## config.mk

```make
export PLATFORM = sky130hd
export DESIGN_NAME = escaped_frame_decoder_crc16_flat
export DESIGN_NICKNAME = d
export VERILOG_FILES = /design/src/sv/efd_pkg.sv /design/src/sv/efd_rx_if.sv /design/src/sv/efd_res_if.sv /design/src/sv/efd_cfg_if.sv /design/src/sv/escaped_frame_decoder_crc16.sv /design/src/sv/efd_cfg_regs.sv /design/src/sv/efd_in_stage.sv /design/src/sv/efd_decoder.sv /design/src/flat_wrapper.sv
export SDC_FILE = /design/constraint.sdc
export NUM_CORES = 1
export LEC_CHECK = 0
export BUFFER_PORTS_ARGS = -buffer_cell sky130_fd_sc_hd__buf_2
export CAP_MARGIN = 20
export CORE_MARGIN = 2
export CORE_UTILIZATION = 58
export DETAILED_ROUTE_END_ITERATION = 7
export HOLD_SLACK_MARGIN = 0.12
export PLACE_DENSITY = 0.79
export RECOVER_POWER = 50
export SETUP_SLACK_MARGIN = 0.1
export SLEW_MARGIN = 20
export SYNTH_ARGS = -nofsm -noshare
export SYNTH_HDL_FRONTEND = slang
export SYNTH_SLANG_ARGS = --single-unit
```

## constraint.sdc

```tcl
create_clock -name clk -period 7.4 [get_ports clk]
set_clock_uncertainty 0.15 [all_clocks]
set_input_delay 0.74 -clock clk [delete_from_list [all_inputs] [get_ports clk]]
set_output_delay 0.74 -clock clk [all_outputs]
set_load 0.05 [all_outputs]
```

## src/sv/efd_pkg.sv

```systemverilog
package efd_pkg;

  localparam int unsigned MAX_RAW_BYTES_DEF = 64;

  localparam int unsigned CFG_ADDR_W = 3;
  localparam int unsigned CFG_DATA_W = 16;

  // Configuration register indexes
  localparam logic [CFG_ADDR_W-1:0] CFG_START_BYTE  = 3'd0;
  localparam logic [CFG_ADDR_W-1:0] CFG_END_BYTE    = 3'd1;
  localparam logic [CFG_ADDR_W-1:0] CFG_ESCAPE_BYTE = 3'd2;
  localparam logic [CFG_ADDR_W-1:0] CFG_CRC_SEED    = 3'd3;

  localparam logic [7:0]  START_BYTE_RST  = 8'd1;
  localparam logic [7:0]  END_BYTE_RST    = 8'd4;
  localparam logic [7:0]  ESCAPE_BYTE_RST = 8'd16;
  localparam logic [15:0] CRC_SEED_RST    = 16'd0;

  localparam logic [5:0] PAYLOAD_CNT_MAX = 6'd63;

  typedef enum logic [1:0] {
    PH_IDLE  = 2'd0,
    PH_FRAME = 2'd1,
    PH_ESC   = 2'd2
  } phase_t;

  typedef enum logic [2:0] {
    ST_OK        = 3'd0,
    ST_BAD_START = 3'd1,
    ST_CRC       = 3'd2,
    ST_SHORT     = 3'd3,
    ST_OVERFLOW  = 3'd4
  } status_t;

  typedef enum logic {
    KIND_PAYLOAD = 1'b0,
    KIND_REPORT  = 1'b1
  } kind_t;

  typedef struct packed {
    logic [7:0]  start_byte;
    logic [7:0]  end_byte;
    logic [7:0]  escape_byte;
    logic [15:0] crc_seed;
  } cfg_t;

  // CRC-16 (poly 0x1021) nibble table
  function automatic logic [15:0] crc_nib(input logic [3:0] k);
    logic [15:0] v;
    case (k)
      4'h0: v = 16'h0000;
      4'h1: v = 16'h1021;
      4'h2: v = 16'h2042;
      4'h3: v = 16'h3063;
      4'h4: v = 16'h4084;
      4'h5: v = 16'h50a5;
      4'h6: v = 16'h60c6;
      4'h7: v = 16'h70e7;
      4'h8: v = 16'h8108;
      4'h9: v = 16'h9129;
      4'ha: v = 16'ha14a;
      4'hb: v = 16'hb16b;
      4'hc: v = 16'hc18c;
      4'hd: v = 16'hd1ad;
      4'he: v = 16'he1ce;
      4'hf: v = 16'hf1ef;
      default: v = 16'h0000;
    endcase
    return v;
  endfunction

  // Fold one byte, high nibble first
  function automatic logic [15:0] crc_fold(input logic [15:0] crc, input logic [7:0] b);
    logic [15:0] c;
    c = crc_nib(crc[15:12] ^ b[7:4]) ^ {crc[11:0], 4'h0};
    c = crc_nib(c[15:12] ^ b[3:0]) ^ {c[11:0], 4'h0};
    return c;
  endfunction

endpackage

```

## src/sv/efd_rx_if.sv

```systemverilog
interface efd_rx_if;
  logic       valid;
  logic       ready;
  logic [7:0] rx_byte;

  modport source (output valid, output rx_byte, input ready);
  modport sink (input valid, input rx_byte, output ready);
endinterface

```

## src/sv/efd_res_if.sv

```systemverilog
interface efd_res_if;
  logic             valid;
  logic             ready;
  efd_pkg::kind_t   result_kind;
  logic [7:0]       payload_byte;
  efd_pkg::status_t frame_status;
  logic [5:0]       frame_length;

  modport source (output valid, output result_kind, output payload_byte,
                  output frame_status, output frame_length, input ready);
  modport sink (input valid, input result_kind, input payload_byte,
                input frame_status, input frame_length, output ready);
endinterface

```

## src/sv/efd_cfg_if.sv

```systemverilog
interface efd_cfg_if;
  logic                            valid;
  logic                            ready;
  logic [efd_pkg::CFG_ADDR_W-1:0]  addr;
  logic [efd_pkg::CFG_DATA_W-1:0]  data;

  modport source (output valid, output addr, output data, input ready);
  modport sink (input valid, input addr, input data, output ready);
endinterface

```

## src/sv/escaped_frame_decoder_crc16.sv

```systemverilog
// Channel  Dir  Words carried                                   Handshake
// in_ch    in   rx_byte (8b raw link byte)                      valid/ready
// out_ch   out  result_kind, payload_byte, frame_status,        valid/ready
//               frame_length
// cfg_ch   in   addr (register index), data (16b write value)   valid/ready, ready tied high
//
// One word per cycle while the output is not stalled: a raw byte sits in the
// input register while the decode step works on it, and any result it yields
// lands in the output register at the next edge.
// Reset (rst_n low, synchronous) clears the handshake flags, phase and counters
// and loads the register defaults; no clearing pass is needed.
// A stalled output holds the decode step; once the output and input registers
// are both full, in_ch.ready drops, so at most two words are in flight.
module escaped_frame_decoder_crc16 #(
  parameter int unsigned MAX_RAW_BYTES = efd_pkg::MAX_RAW_BYTES_DEF
) (
  input logic       clk,
  input logic       rst_n,
  efd_rx_if.sink    in_ch,
  efd_res_if.source out_ch,
  efd_cfg_if.sink   cfg_ch
);
  import efd_pkg::*;

  cfg_t       cfg;
  logic       byte_v;
  logic [7:0] byte_d;
  logic       advance;

  // Register file: start, end and escape act at once, seed at the next start
  efd_cfg_regs u_cfg_regs (
    .clk    (clk),
    .rst_n  (rst_n),
    .cfg_ch (cfg_ch),
    .cfg    (cfg)
  );

  // Input register: hold one raw word until the decode step takes it
  efd_in_stage u_in_stage (
    .clk     (clk),
    .rst_n   (rst_n),
    .in_ch   (in_ch),
    .advance (advance),
    .byte_v  (byte_v),
    .byte_d  (byte_d)
  );

  // Decode step: unescape, two-byte delay, CRC fold, frame report,
  // followed by the result register
  efd_decoder #(
    .MAX_RAW_BYTES (MAX_RAW_BYTES)
  ) u_decoder (
    .clk     (clk),
    .rst_n   (rst_n),
    .cfg     (cfg),
    .byte_v  (byte_v),
    .byte_d  (byte_d),
    .advance (advance),
    .out_ch  (out_ch)
  );

endmodule

```

## src/sv/efd_cfg_regs.sv

```systemverilog
module efd_cfg_regs (
  input  logic          clk,
  input  logic          rst_n,
  efd_cfg_if.sink       cfg_ch,
  output efd_pkg::cfg_t cfg
);
  import efd_pkg::*;

  cfg_t cfg_r;
  cfg_t cfg_nxt;

  assign cfg_ch.ready = 1'b1;
  assign cfg = cfg_r;

  always_comb begin
    cfg_nxt = cfg_r;
    if (cfg_ch.valid) begin
      case (cfg_ch.addr)
        CFG_START_BYTE:  cfg_nxt.start_byte  = cfg_ch.data[7:0];
        CFG_END_BYTE:    cfg_nxt.end_byte    = cfg_ch.data[7:0];
        CFG_ESCAPE_BYTE: cfg_nxt.escape_byte = cfg_ch.data[7:0];
        CFG_CRC_SEED:    cfg_nxt.crc_seed    = cfg_ch.data[15:0];
        default:         cfg_nxt = cfg_r;  // drop writes to unused indexes
      endcase
    end
  end

  always_ff @(posedge clk) begin
    if (!rst_n) begin
      cfg_r.start_byte  <= START_BYTE_RST;
      cfg_r.end_byte    <= END_BYTE_RST;
      cfg_r.escape_byte <= ESCAPE_BYTE_RST;
      cfg_r.crc_seed    <= CRC_SEED_RST;
    end else begin
      cfg_r <= cfg_nxt;
    end
  end

endmodule

```

## src/sv/efd_in_stage.sv

```systemverilog
module efd_in_stage (
  input  logic       clk,
  input  logic       rst_n,
  efd_rx_if.sink     in_ch,
  input  logic       advance,
  output logic       byte_v,
  output logic [7:0] byte_d
);

  logic       v_r;
  logic       v_nxt;
  logic [7:0] byte_r;

  // Take a new word whenever the slot is empty or drains this cycle
  assign in_ch.ready = !v_r || advance;
  assign byte_v = v_r;
  assign byte_d = byte_r;

  always_comb begin
    v_nxt = v_r;
    if (in_ch.valid && in_ch.ready) begin
      v_nxt = 1'b1;
    end else if (advance) begin
      v_nxt = 1'b0;
    end
  end

  always_ff @(posedge clk) begin
    if (!rst_n) begin
      v_r <= 1'b0;
    end else begin
      v_r <= v_nxt;
    end
  end

  always_ff @(posedge clk) begin
    if (in_ch.valid && in_ch.ready) begin
      byte_r <= in_ch.rx_byte;
    end
  end

endmodule

```

## src/sv/efd_decoder.sv

```systemverilog
module efd_decoder #(
  parameter int unsigned MAX_RAW_BYTES = efd_pkg::MAX_RAW_BYTES_DEF
) (
  input  logic          clk,
  input  logic          rst_n,
  input  efd_pkg::cfg_t cfg,
  input  logic          byte_v,
  input  logic [7:0]    byte_d,
  output logic          advance,
  efd_res_if.source     out_ch
);
  import efd_pkg::*;

  localparam int unsigned RAW_W = $clog2(MAX_RAW_BYTES);
  localparam logic [RAW_W-1:0] RAW_LIMIT = RAW_W'(MAX_RAW_BYTES - 1);

  phase_t           phase_r, phase_nxt;
  logic [7:0]       held0_r, held0_nxt;
  logic [7:0]       held1_r, held1_nxt;
  logic [1:0]       held_cnt_r, held_cnt_nxt;
  logic [15:0]      crc_r, crc_nxt;
  logic [RAW_W-1:0] raw_cnt_r, raw_cnt_nxt;
  logic [5:0]       pay_cnt_r, pay_cnt_nxt;

  logic             out_v_r;
  kind_t            kind_r;
  logic [7:0]       pbyte_r;
  status_t          status_r;
  logic [5:0]       len_r;

  logic             res_v;
  kind_t            res_kind;
  logic [7:0]       res_byte;
  status_t          res_status;
  logic [5:0]       res_len;

  logic is_start, is_end, is_esc, at_limit;

  // Process a word when the result register is free or draining
  assign advance  = byte_v && (!out_v_r || out_ch.ready);
  assign is_start = (byte_d == cfg.start_byte);
  assign is_end   = (byte_d == cfg.end_byte);
  assign is_esc   = (byte_d == cfg.escape_byte);
  assign at_limit = (raw_cnt_r >= RAW_LIMIT);

  // Next phase
  always_comb begin
    phase_nxt = phase_r;
    if (advance) begin
      case (phase_r)
        PH_FRAME, PH_ESC: begin
          if (phase_r == PH_FRAME && is_end) begin
            phase_nxt = PH_IDLE;
          end else if (at_limit) begin
            phase_nxt = PH_IDLE;
          end else if (phase_r == PH_FRAME && is_esc) begin
            phase_nxt = PH_ESC;
          end else begin
            phase_nxt = PH_FRAME;
          end
        end
        default: phase_nxt = is_start ? PH_FRAME : PH_IDLE;
      endcase
    end
  end

  // Datapath and result
  always_comb begin
    held0_nxt    = held0_r;
    held1_nxt    = held1_r;
    held_cnt_nxt = held_cnt_r;
    crc_nxt      = crc_r;
    raw_cnt_nxt  = raw_cnt_r;
    pay_cnt_nxt  = pay_cnt_r;
    res_v        = 1'b0;
    res_kind     = KIND_REPORT;
    res_byte     = 8'd0;
    res_status   = ST_OK;
    res_len      = 6'd0;
    if (advance) begin
      case (phase_r)
        PH_FRAME, PH_ESC: begin
          if (phase_r == PH_FRAME && is_end) begin
            res_v = 1'b1;
            if (held_cnt_r < 2'd2) begin
              res_status = ST_SHORT;
            end else begin
              res_status = ({held1_r, held0_r} == crc_r) ? ST_OK : ST_CRC;
              res_len    = pay_cnt_r;
            end
          end else if (at_limit) begin
            res_v      = 1'b1;
            res_status = ST_OVERFLOW;
            res_len    = pay_cnt_r;
          end else begin
            raw_cnt_nxt = raw_cnt_r + RAW_W'(1);
            if (phase_r == PH_FRAME && is_esc) begin
              // escape itself is dropped
            end else if (held_cnt_r < 2'd2) begin
              if (held_cnt_r[0]) begin
                held1_nxt = byte_d;
              end else begin
                held0_nxt = byte_d;
              end
              held_cnt_nxt = held_cnt_r + 2'd1;
            end else begin
              held0_nxt = held1_r;
              held1_nxt = byte_d;
              crc_nxt   = crc_fold(crc_r, held0_r);
              if (pay_cnt_r < PAYLOAD_CNT_MAX) begin
                pay_cnt_nxt = pay_cnt_r + 6'd1;
              end
              res_v    = 1'b1;
              res_kind = KIND_PAYLOAD;
              res_byte = held0_r;
            end
          end
        end
        default: begin
          if (is_start) begin
            held_cnt_nxt = 2'd0;
            crc_nxt      = cfg.crc_seed;
            raw_cnt_nxt  = RAW_W'(1);
            pay_cnt_nxt  = 6'd0;
          end else begin
            res_v      = 1'b1;
            res_status = ST_BAD_START;
          end
        end
      endcase
    end
  end

  always_ff @(posedge clk) begin
    if (!rst_n) begin
      phase_r    <= PH_IDLE;
      held_cnt_r <= 2'd0;
      raw_cnt_r  <= '0;
      pay_cnt_r  <= 6'd0;
      out_v_r    <= 1'b0;
    end else begin
      phase_r    <= phase_nxt;
      held_cnt_r <= held_cnt_nxt;
      raw_cnt_r  <= raw_cnt_nxt;
      pay_cnt_r  <= pay_cnt_nxt;
      if (advance) begin
        out_v_r <= res_v;
      end else if (out_ch.ready) begin
        out_v_r <= 1'b0;
      end
    end
  end

  always_ff @(posedge clk) begin
    held0_r <= held0_nxt;
    held1_r <= held1_nxt;
    crc_r   <= crc_nxt;
    if (advance && res_v) begin
      kind_r   <= res_kind;
      pbyte_r  <= res_byte;
      status_r <= res_status;
      len_r    <= res_len;
    end
  end

  assign out_ch.valid        = out_v_r;
  assign out_ch.result_kind  = kind_r;
  assign out_ch.payload_byte = pbyte_r;
  assign out_ch.frame_status = status_r;
  assign out_ch.frame_length = len_r;

endmodule
```

## src/flat_wrapper.sv

```systemverilog
// flat-port wrapper written by rule: the top's interface ports become plain ports
module escaped_frame_decoder_crc16_flat import efd_pkg::*;
#(
  parameter int unsigned MAX_RAW_BYTES = efd_pkg::MAX_RAW_BYTES_DEF
)
  (clk, rst_n, in_ch_valid, in_ch_rx_byte, in_ch_ready, out_ch_valid, out_ch_result_kind, out_ch_payload_byte, out_ch_frame_status, out_ch_frame_length, out_ch_ready, cfg_ch_valid, cfg_ch_addr, cfg_ch_data, cfg_ch_ready);
  efd_rx_if in_ch_i ();
  efd_res_if out_ch_i ();
  efd_cfg_if cfg_ch_i ();
  input logic clk;
  input logic rst_n;
  input wire logic [$bits(in_ch_i.valid)-1:0] in_ch_valid;
  input wire logic [$bits(in_ch_i.rx_byte)-1:0] in_ch_rx_byte;
  output wire logic [$bits(in_ch_i.ready)-1:0] in_ch_ready;
  output wire logic [$bits(out_ch_i.valid)-1:0] out_ch_valid;
  output wire logic [$bits(out_ch_i.result_kind)-1:0] out_ch_result_kind;
  output wire logic [$bits(out_ch_i.payload_byte)-1:0] out_ch_payload_byte;
  output wire logic [$bits(out_ch_i.frame_status)-1:0] out_ch_frame_status;
  output wire logic [$bits(out_ch_i.frame_length)-1:0] out_ch_frame_length;
  input wire logic [$bits(out_ch_i.ready)-1:0] out_ch_ready;
  input wire logic [$bits(cfg_ch_i.valid)-1:0] cfg_ch_valid;
  input wire logic [$bits(cfg_ch_i.addr)-1:0] cfg_ch_addr;
  input wire logic [$bits(cfg_ch_i.data)-1:0] cfg_ch_data;
  output wire logic [$bits(cfg_ch_i.ready)-1:0] cfg_ch_ready;
  assign in_ch_i.valid = in_ch_valid;
  assign in_ch_i.rx_byte = in_ch_rx_byte;
  assign in_ch_ready = in_ch_i.ready;
  assign out_ch_valid = out_ch_i.valid;
  assign out_ch_result_kind = out_ch_i.result_kind;
  assign out_ch_payload_byte = out_ch_i.payload_byte;
  assign out_ch_frame_status = out_ch_i.frame_status;
  assign out_ch_frame_length = out_ch_i.frame_length;
  assign out_ch_i.ready = out_ch_ready;
  assign cfg_ch_i.valid = cfg_ch_valid;
  assign cfg_ch_i.addr = cfg_ch_addr;
  assign cfg_ch_i.data = cfg_ch_data;
  assign cfg_ch_ready = cfg_ch_i.ready;
  escaped_frame_decoder_crc16 #(.MAX_RAW_BYTES(MAX_RAW_BYTES)) u_core (.clk(clk), .rst_n(rst_n), .in_ch(in_ch_i), .out_ch(out_ch_i), .cfg_ch(cfg_ch_i));
endmodule
```

# Yosys cells after proc, flatten, opt, wreduce, memory -nomap -nowiden
# Memories as Yosys holds them, arrays and structs flattened.
# Cells that the tools add are included.
dict set report word_totals {
  romBits 384
  in_bits 32
  ramBits 0
  latch_bits 0
  mem_count 2
  regBits 116
  output_inout_bits 21
}
dict set report classes {
  n_shift 0
  magnitude_cmp 3
  addsub 3
  muxes 65
  multipliers 0
  n_bitwise 9
  reduce_logical 27
  eq_ne 17
  div_mod_pow 0
}
# memory depth width rd rd_clocked_by_memory_dff wr line_no
set memory_table {}
lappend memory_table {{(name not given)} 16 12 1 0 0 efd_pkg.sv:50} ;# case (k)
lappend memory_table {{(name not given)} 16 12 1 0 0 efd_pkg.sv:50}
# operator count
set ops {}
lappend ops {{$mux 16} 18}
lappend ops {{$mux 6} 14}
lappend ops {{$mux 8} 4}
lappend ops {{$xor 16x16->16} 2}
lappend ops {{$eq 8x8->1} 3}
lappend ops {{$mux 2} 12}
lappend ops {{$reduce_and 6->1} 4}
lappend ops {{$eq 16x16->1} 1}
lappend ops {{$ne 2x2->1 const B} 8}
lappend ops {{$mux 1} 14}
lappend ops {{$add 6x1->6 const B} 2}
lappend ops {{$reduce_and 2->1} 5}
lappend ops {{$mux 3} 3}
lappend ops {{$xor 4x4->4} 2}
lappend ops {{$reduce_and 7->1} 1}
lappend ops {{$eq 3x2->1 const B} 2}
lappend ops {{$ge 6x6->1 const B} 1}
lappend ops {{$lt 6x6->1 const B} 1}
lappend ops {{$reduce_bool 2->1} 3}
lappend ops {{$reduce_or 6->1} 1}
lappend ops {{$logic_and 1x1->1} 5}
lappend ops {{$not 1->1} 5}
lappend ops {{$reduce_or 5->1} 1}
lappend ops {{$reduce_and 4->1} 1}
lappend ops {{other kinds (9)} 11}

# Depth between registers and ports, before layout
# Gate-level depths: netlist (run 1).
# An unclocked memory read counts as a cell.
dict set report logic_depth {
  word_depth 23
  mapped_depth 8
  mapped_depth_nobuf 7
}

# Hierarchy
# Synthesis (run 1) repeated with hierarchy kept, for this count alone.
dict set report hier_totals {
  cells_unflattened 474
  area_unflattened_um2 5355.1
}
# module n_inst seq_area_each_um2 cells_each area_per_inst_um2
set modules_own_cells {}
lappend modules_own_cells {efd_decoder 1 1841.8 304 3500.9}
lappend modules_own_cells {efd_cfg_regs 1 800.8 157 1556.5}
lappend modules_own_cells {efd_in_stage 1 260.2 13 297.8}

# Worst setup path before layout (run 1)
# OpenSTA, ideal clock, no wires.
dict set report synth_path {
  path_kind {input to register}
  startpoint {in out_ch_ready}
  endpoint {reg u_core.u_decoder.crc_r[0] (enable)}
  setup_time_ns 0.394
  required_time_ns 6.856
  path_buffers 0
  stages 5
  slack_ns 4.419
  t_arrival_ns 2.437
  path_cell_list {nand2b_1 > nand2_1 > nor4_1 > nor2_1 > a21oi_1}
}
dict set report synth_between {
  elab_chain_len 3
}
# item line_no
set synth_rtl {}
lappend synth_rtl {{from (decl)} flat_wrapper.sv:20} ;# input wire logic [$bits(out_ch_i.ready)-1:0] out_ch_ready;
lappend synth_rtl {{$logic_or 1x1->1} efd_decoder.sv:40} ;# assign advance = byte_v && (!out_v_r || out_ch.ready);
lappend synth_rtl {{$logic_and 1x1->1} efd_decoder.sv:40}
lappend synth_rtl {{$reduce_and 6->1 (no source line)} -}
lappend synth_rtl {{to (signal assigned)} efd_decoder.sv:157} ;# crc_r <= crc_nxt;
lappend synth_rtl {{to (decl)} efd_decoder.sv:21} ;# logic [15:0] crc_r, crc_nxt;
# No other way between the ends.
# A chain may end at the register's enable or synchronous reset.

# Worst setup path in the final report (run 1)
dict set report layout_path {
  startpoint {reg u_core.u_decoder.phase_r[1]}
  endpoint {reg u_core.u_decoder.crc_r[11] (enable)}
}
dict set report layout_between {
  elab_chain_len 4
  elab_cells_between_ends 11
}
# item line_no
set layout_rtl {}
lappend layout_rtl {{from (decl)} efd_decoder.sv:17} ;# phase_t phase_r, phase_nxt;
lappend layout_rtl {{from (signal assigned)} efd_decoder.sv:142} ;# phase_r <= phase_nxt;
lappend layout_rtl {{$eq 2x1->1 / $eq 2x2->1 (equally long branches)} {efd_decoder.sv:81, efd_decoder.sv:83, efd_decoder.sv:97}}
lappend layout_rtl {{$reduce_or 2->1, or another cell as far along} efd_decoder.sv:81} ;# case (phase_r)
lappend layout_rtl {{$ne 2x2->1 (no source line) / $reduce_bool 2->1 (equally long branches)} -}
lappend layout_rtl {{$reduce_and 6->1 (no source line) *} -}
# Every way passes the cells marked *; elsewhere a longest branch is shown, timed or not.

==> results.json, run 1 <==
{
  "synthMuxAreaShare_pct": 3.59,
  "path_max_fanout": 30,
  "end_kind": "register",
  "yosysSeqAreaShare_pct": 55.9,
  "synth_warnings": 0,
  "reg2reg_slack_ns": 3.93,
  "max-cap-violations": 1,
  "power_density_nw_per_um2": 255,
  "cts_buffer_depth": 2,
  "syn_area_um2": 5190,
  "fin_cells": 678,
  "tns_ns": 0,
  "post_drt_via_cell_ratio": 5.85,
  "cp.required_ns": 7.45,
  "synth.net_count": 543,
  "grt_pass1_vias": 3754,
  "ys_ff_latch": 116,
  "die_h_um": 98.6,
  "worstHoldStart": "in_ch_rx_byte[1]",
  "globalplace.congestion": 0.879,
  "rsz0062_at_grt": "no",
  "clk_latency_ns": 0.51,
  "path_common_cell": "inv_1",
  "cts_max_level": 4,
  "period_minus_slack_ns": 3.47,
  "crit_path_max_incr_delay_ns": 0.85,
  "synth_fa_ha_area_share_pct": 1.21,
  "synth_area_leaders": "edfxtp_1, dfxtp_1, xnor2_1, nand2_1, a21oi_1",
  "synthCells": 506,
  "worst_setup_path_start_kind": "register",
  "synthSimpleGateAreaFrac_pct": 17.7,
  "cp-startpoint": "u_core.u_decoder.phase_r[1]",
  "violations": "max-capacitance violations, max-slew violations",
  "drc_errors": 0,
  "synth.most_common_cell": "nand2_1",
  "drive_gt1_share_pct": 13.3,
  "diodes": 0,
  "max_slew_margin_pct": -19.7,
  "cts_resized": 0,
  "critPathKind": "reg -> reg",
  "synth_cell_types": 39,
  "clkSlewWorstSetupHoldPaths_ns": 0.05,
  "yosys-top-cells-count": "nand2_1, dfxtp_1, edfxtp_1",
  "vdd_drop_max_v": 0.000164,
  "rr_startpoint": "u_core.u_decoder.phase_r[1]",
  "avgRoutedWirePerCell_um": 17.5,
  "cts_buffers": 17,
  "antenna_found_initial": 0,
  "cts_tree": "built",
  "setup_viol": 0,
  "drt_iter0_markers": 462,
  "finalMaxSlewViolations": 42,
  "drtPass1Iterations": 5,
  "synthXorXnorAreaFrac_pct": 11.3,
  "nets": 594,
  "dieArea_um2": 9720,
  "timing.hold.ws_ns": 0.248,
  "setup_slack_ns": 3.93,
  "dp_hpwl_um": 8060,
  "port_buffers": 51,
  "overflow": 0,
  "fin_crit_sh_pct": 46.9,
  "vias": 3966,
  "critPathArrivalTime_ns": 3.52,
  "coreArea_um2": 8680,
  "ant_nets": 0,
  "p_leak_uw": 0.00207,
  "area_growth_pct": 16.9,
  "dp_cells": 646,
  "ctsHoldBuffers": 0,
  "synth_top_family_by_area": "simple AND/OR/NAND/NOR gates",
  "cts_setup_buffers": 0,
  "synth_edf_count": 58,
  "synth_flop_cell": "edfxtp_1",
  "status": "finished with violations",
  "max_freq_mhz": 288,
  "grt_max_degree": 42,
  "synth_area_leader_cell": "edfxtp_1",
  "hold_violations": 0,
  "grt_pass1_wl_um": 19000,
  "detail_route.wirelength_um": 11800,
  "track_usage_pct": 25.3,
  "clockRootBuffer": "clkbuf_8",
  "ys_async_sr_fraction_pct": 0,
  "worst_pin_slew_ns": 1.80,
  "start_util_pct": 59.8,
  "rows": 34,
  "clock_sinks": 116,
  "ios": 53,
  "cp_slowest_cell": "ha_1",
  "path_cells": "inv_1, ha_1, inv_1, nor4_1, nor2_1, a21oi_1, buf_4",
  "avgSynthCellArea_um2": 10.3,
  "die_w_um": 98.6,
  "hold_class": "in -> reg",
  "synth_top_area_share_pct": 33.6,
  "synth_compound_area_share_pct": 7.98,
  "post-place-ws_ns": 4.11
}
==> metal layers <==
layer	routed length, µm	GRT usage, %	vias up	part of all wire [%]
met5	0	0	-	0
met4	153	8.64	0	1.3
met3	795	6.88	16	6.7
met2	5950	41.9	177	50
met1	4940	32.4	1918	42
li1	-	-	1855	-
==> kinds of logic after synthesis <==
family | count (synthesis)
buffers and inverters | 28
AND/OR/NAND/NOR | 198
multiplexers | 17
XOR/XNOR | 67
AO/OA/AOI/OAI | 74
adder cells (fa/ha/maj) | 5
flip-flops | 116
other | 1
==> power breakdown <==
group	switching, µW	internal, µW	total (µW)
clock network	273	508	782
registers	10.8	686	697
logic	48.2	22.0	70.2
total	332	1220	1550
==> flip-flops by register name (all words and copies together), names as in the netlist <==
name and cells:
u_core.u_decoder.out_ch.frame_length 6, u_core.u_decoder.pay_cnt_r 6, u_core.u_cfg_regs.cfg 40, u_core.u_decoder.crc_r 16
u_core.u_in_stage.byte_d 8, u_core.u_decoder.out_ch.frame_status 3, u_core.u_in_stage.byte_v 1, u_core.u_decoder.held0_r 8
u_core.u_decoder.out_ch.result_kind 1, u_core.u_decoder.out_ch.valid 1, u_core.u_decoder.raw_cnt_r 6, u_core.u_decoder.phase_r 2
u_core.u_decoder.held_cnt_r 2, u_core.u_decoder.held1_r 8, u_core.u_decoder.out_ch.payload_byte 8
==> path summary, 6_finish.rpt <==
kind	cells past startpoint	endpoint
max reg2reg	7	u_core.u_decoder.crc_r[11]
max	7	u_core.u_decoder.crc_r[11]
min reg2reg	2	u_core.u_cfg_regs.cfg[4]
min	1	u_core.u_in_stage.byte_d[1]
==> through the flow <==
| stage | total power (µW) | utilization (%) | area [µm²] |
|---|---|---|---|
| final | 1550 | 69.9 | 6060 |
| after global routing | 1590 | 69.9 | 6060 |
| after CTS | 1560 | 70.2 | 6090 |
| after detailed placement | 781 | 63.5 | 5510 |
| after global placement | 778 | 63.5 | 5510 |
| after floorplan | 755 | - | 5190 |
==> critical path: cells and delay by family, from the launching register on <==
family | cells | cell delay [ns]
AOI/OAI and AO/OA | 1 | 0.15
adders and majority gates | 1 | 0.85
buffers and inverters | 3 | 0.73
DFF | 1 | 0.35
and+or+nand+nor | 2 | 0.93
==> placed cells by master, fill, tap and decap left out, types with 3 or more instances in the layout <==
cell | Yosys | routed
dfxtp_1 | 58 | 58
and2_0 | 0 | 3
o21ai_0 | 15 | 15
buf_2 | 4 | 34
or3_1 | 7 | 7
mux2_2 | 13 | 11
clkbuf_1 | 16 | 20
inv_1 | 6 | 6
nand4_1 | 11 | 11
nor4_1 | 4 | 4
ha_1 | 5 | 5
nand3_1 | 16 | 16
nor2_1 | 16 | 16
clkinv_1 | 1 | 4
and2_1 | 18 | 15
mux2i_1 | 4 | 4
clkbuf_16 | 0 | 19
clkinv_2 | 0 | 3
nand2_1 | 102 | 102
xor2_1 | 15 | 15
edfxtp_1 | 58 | 58
nor3_1 | 7 | 7
nand2b_1 | 3 | 3
a21oi_1 | 46 | 46
xnor2_1 | 52 | 52
and3_1 | 8 | 8
==> area by class of cell <==
| class | instances | area [µm²] |
|---|---|---|
| timing repair buffer | 53 | 245 |
| clock buffer | 23 | 510 |
| sequential | 116 | 2900 |
| tap | 108 | 135 |
| clock inverter | 9 | 71.3 |
| multi-input combinational | 362 | 2170 |
| fill | 625 | 2610 |
| inverter | 7 | 26.3 |
Power figures use the tool's default switching activity.
==> inputs of run 2 (changes only) <==
- clock period: 7.4 -> 3.6 ns (I/O delays scaled with it)
==> run 2 against run 1 <==
Against the previous run:
- the run still ends with max-capacitance violations, max-slew violations left
- critical path depth increased by 1
- sequential share of layout area decreased by 2.5 points
- maximum frequency increased by 13%
- worst setup slack got worse by 3.4 ns
- register-to-register slack got worse by 3.4 ns
- clock power increased by 120%
==> results.json, run 2 (same netlist as run 1, synthesis figures left out) <==
{
  "post_drt_via_cell_ratio": 5.83,
  "crit_path_max_incr_delay_ns": 0.90,
  "avgRoutedWirePerCell_um": 17.8,
  "overflow": 0,
  "start_util_pct": 59.8,
  "grt_pass1_vias": 4132,
  "mostFrequentLayoutCell": "nand2_1",
  "critPathArrivalTime_ns": 3.18,
  "ant_nets": 0,
  "p_leak_uw": 0.00222,
  "die_w_um": 98.6,
  "setup_viol": 0,
  "dieArea_um2": 9720,
  "worst_pin_slew_ns": 1.99,
  "dp_cells": 650,
  "cts_buffer_depth": 2,
  "rsz0062_at_grt": "no",
  "cts_max_level": 4,
  "cp_slowest_cell": "clkbuf_1",
  "globalplace.congestion": 0.874,
  "grt_max_degree": 44,
  "port_buffers": 51,
  "end_kind": "register",
  "clkSlewWorstSetupHoldPaths_ns": 0.06,
  "max-cap-violations": 1,
  "drt_iter0_markers": 274,
  "period_minus_slack_ns": 3.07,
  "cp.required_ns": 3.71,
  "hold_class": "in -> reg",
  "final_cell_mix": "nand2_1, dfxtp_1, edfxtp_1",
  "cts_buffers": 17,
  "power_density_nw_per_um2": 517,
  "cts_tree": "built",
  "fin_cells": 711,
  "critPathKind": "reg -> reg",
  "fin_crit_sh_pct": 85.2,
  "clock_sinks": 116,
  "die_h_um": 98.6,
  "status": "finished with violations",
  "ctsHoldBuffers": 29,
  "drc_errors": 0,
  "dp_hpwl_um": 8380,
  "tns_ns": 0,
  "path_max_fanout": 29,
  "area_growth_pct": 23.3,
  "drtPass1Iterations": 5,
  "hold_violations": 0,
  "track_usage_pct": 27.3,
  "coreArea_um2": 8680,
  "clk_latency_ns": 0.52,
  "max_slew_margin_pct": -32.4,
  "clockRootBuffer": "clkbuf_8",
  "antenna_found_initial": 0,
  "nets": 627,
  "max_freq_mhz": 326,
  "largest_register_ff_count": 40,
  "drive_gt1_share_pct": 12.9,
  "finalMaxSlewViolations": 44,
  "rows": 34,
  "vdd_drop_max_v": 0.000340,
  "grt_pass1_wl_um": 20500,
  "violations": "max-capacitance violations, max-slew violations",
  "detail_route.wirelength_um": 12700,
  "vias": 4142,
  "worst_setup_path_start_kind": "register",
  "cts_setup_buffers": 0,
  "ios": 53,
  "diodes": 0,
  "fillCellCount": 584,
  "reg2reg_slack_ns": 0.53,
  "path_common_cell": "nor2_1",
  "cts_resized": 0,
  "path_cells": "inv_1, ha_1, clkbuf_1, nor2_1, and3_1, nor2_1, a21oi_1, buf_4"
}
==> run 2: worst paths after layout <==
| check | start | endpoint | depth (start not counted) |
|---|---|---|---|
| worst min register to register | u_core.u_cfg_regs.cfg[10] | u_core.u_cfg_regs.cfg[10] | 2 |
| worst max-delay path | u_core.u_decoder.phase_r[1] | u_core.u_decoder.crc_r[4] | 8 |
| worst max register to register | u_core.u_decoder.phase_r[1] | u_core.u_decoder.crc_r[4] | 8 |
| worst min-delay path | cfg_ch_addr[0] | u_core.u_cfg_regs.cfg[34] | 4 |
==> run 2: layout make-up <==
cell class                 instances  area [µm²]  share of cell area (%)
timing repair buffer              86         553                    8.64
clock buffer                      21         503                    7.86
clock inverter                    11         105                    1.64
inverter                           7        26.3                   0.411
multi-input combinational        362        2170                    34.0
sequential                       116        2900                    45.4
tap                              108         135                    2.11
==> run 2: report_power, final <==
| group | internal (µW) | switching, µW |
|---|---|---|
| logic | 65.1 | 107 |
| registers | 1410 | 20.4 |
| clock network | 1070 | 635 |
| total | 2540 | 763 |
==> run 2: routing by layer <==
metal | up-vias | track usage, % | wire, µm
li1 | 1923 | - | -
met1 | 1970 | 32.7 | 4990
met2 | 210 | 47.3 | 6450
met3 | 39 | 6.60 | 902
met4 | 0 | 11.1 | 334
met5 | - | 0 | 0
==> run 2: critical path: cells and delay by family (launching register included) <==
| family | cells | cell delay, ns |
|---|---|---|
| buf+inv | 3 | 1.20 |
| simple gates | 3 | 0.77 |
| flops | 1 | 0.33 |
| fa+ha+maj | 1 | 0.29 |
| compound gates | 1 | 0.05 |
==> run 2: per-stage QoR <==
| step | worst slack, ns | utilization (%) | power [µW] | instance area (µm²) | hold slack, ns |
|---|---|---|---|---|---|
| finish | 0.535 | 73.7 | 3310 | 6400 | 0.179 |
| global route | 0.357 | 73.7 | 3390 | 6400 | 0.197 |
| CTS | 0.682 | 74.2 | 3310 | 6440 | 0.165 |
| detailed placement | 0.706 | 63.8 | 1610 | 5540 | 0.300 |
| global placement | 0.868 | 63.8 | 1600 | 5540 | 0.295 |
| floorplan | 0.834 | - | 1550 | 5190 | 0.284 |
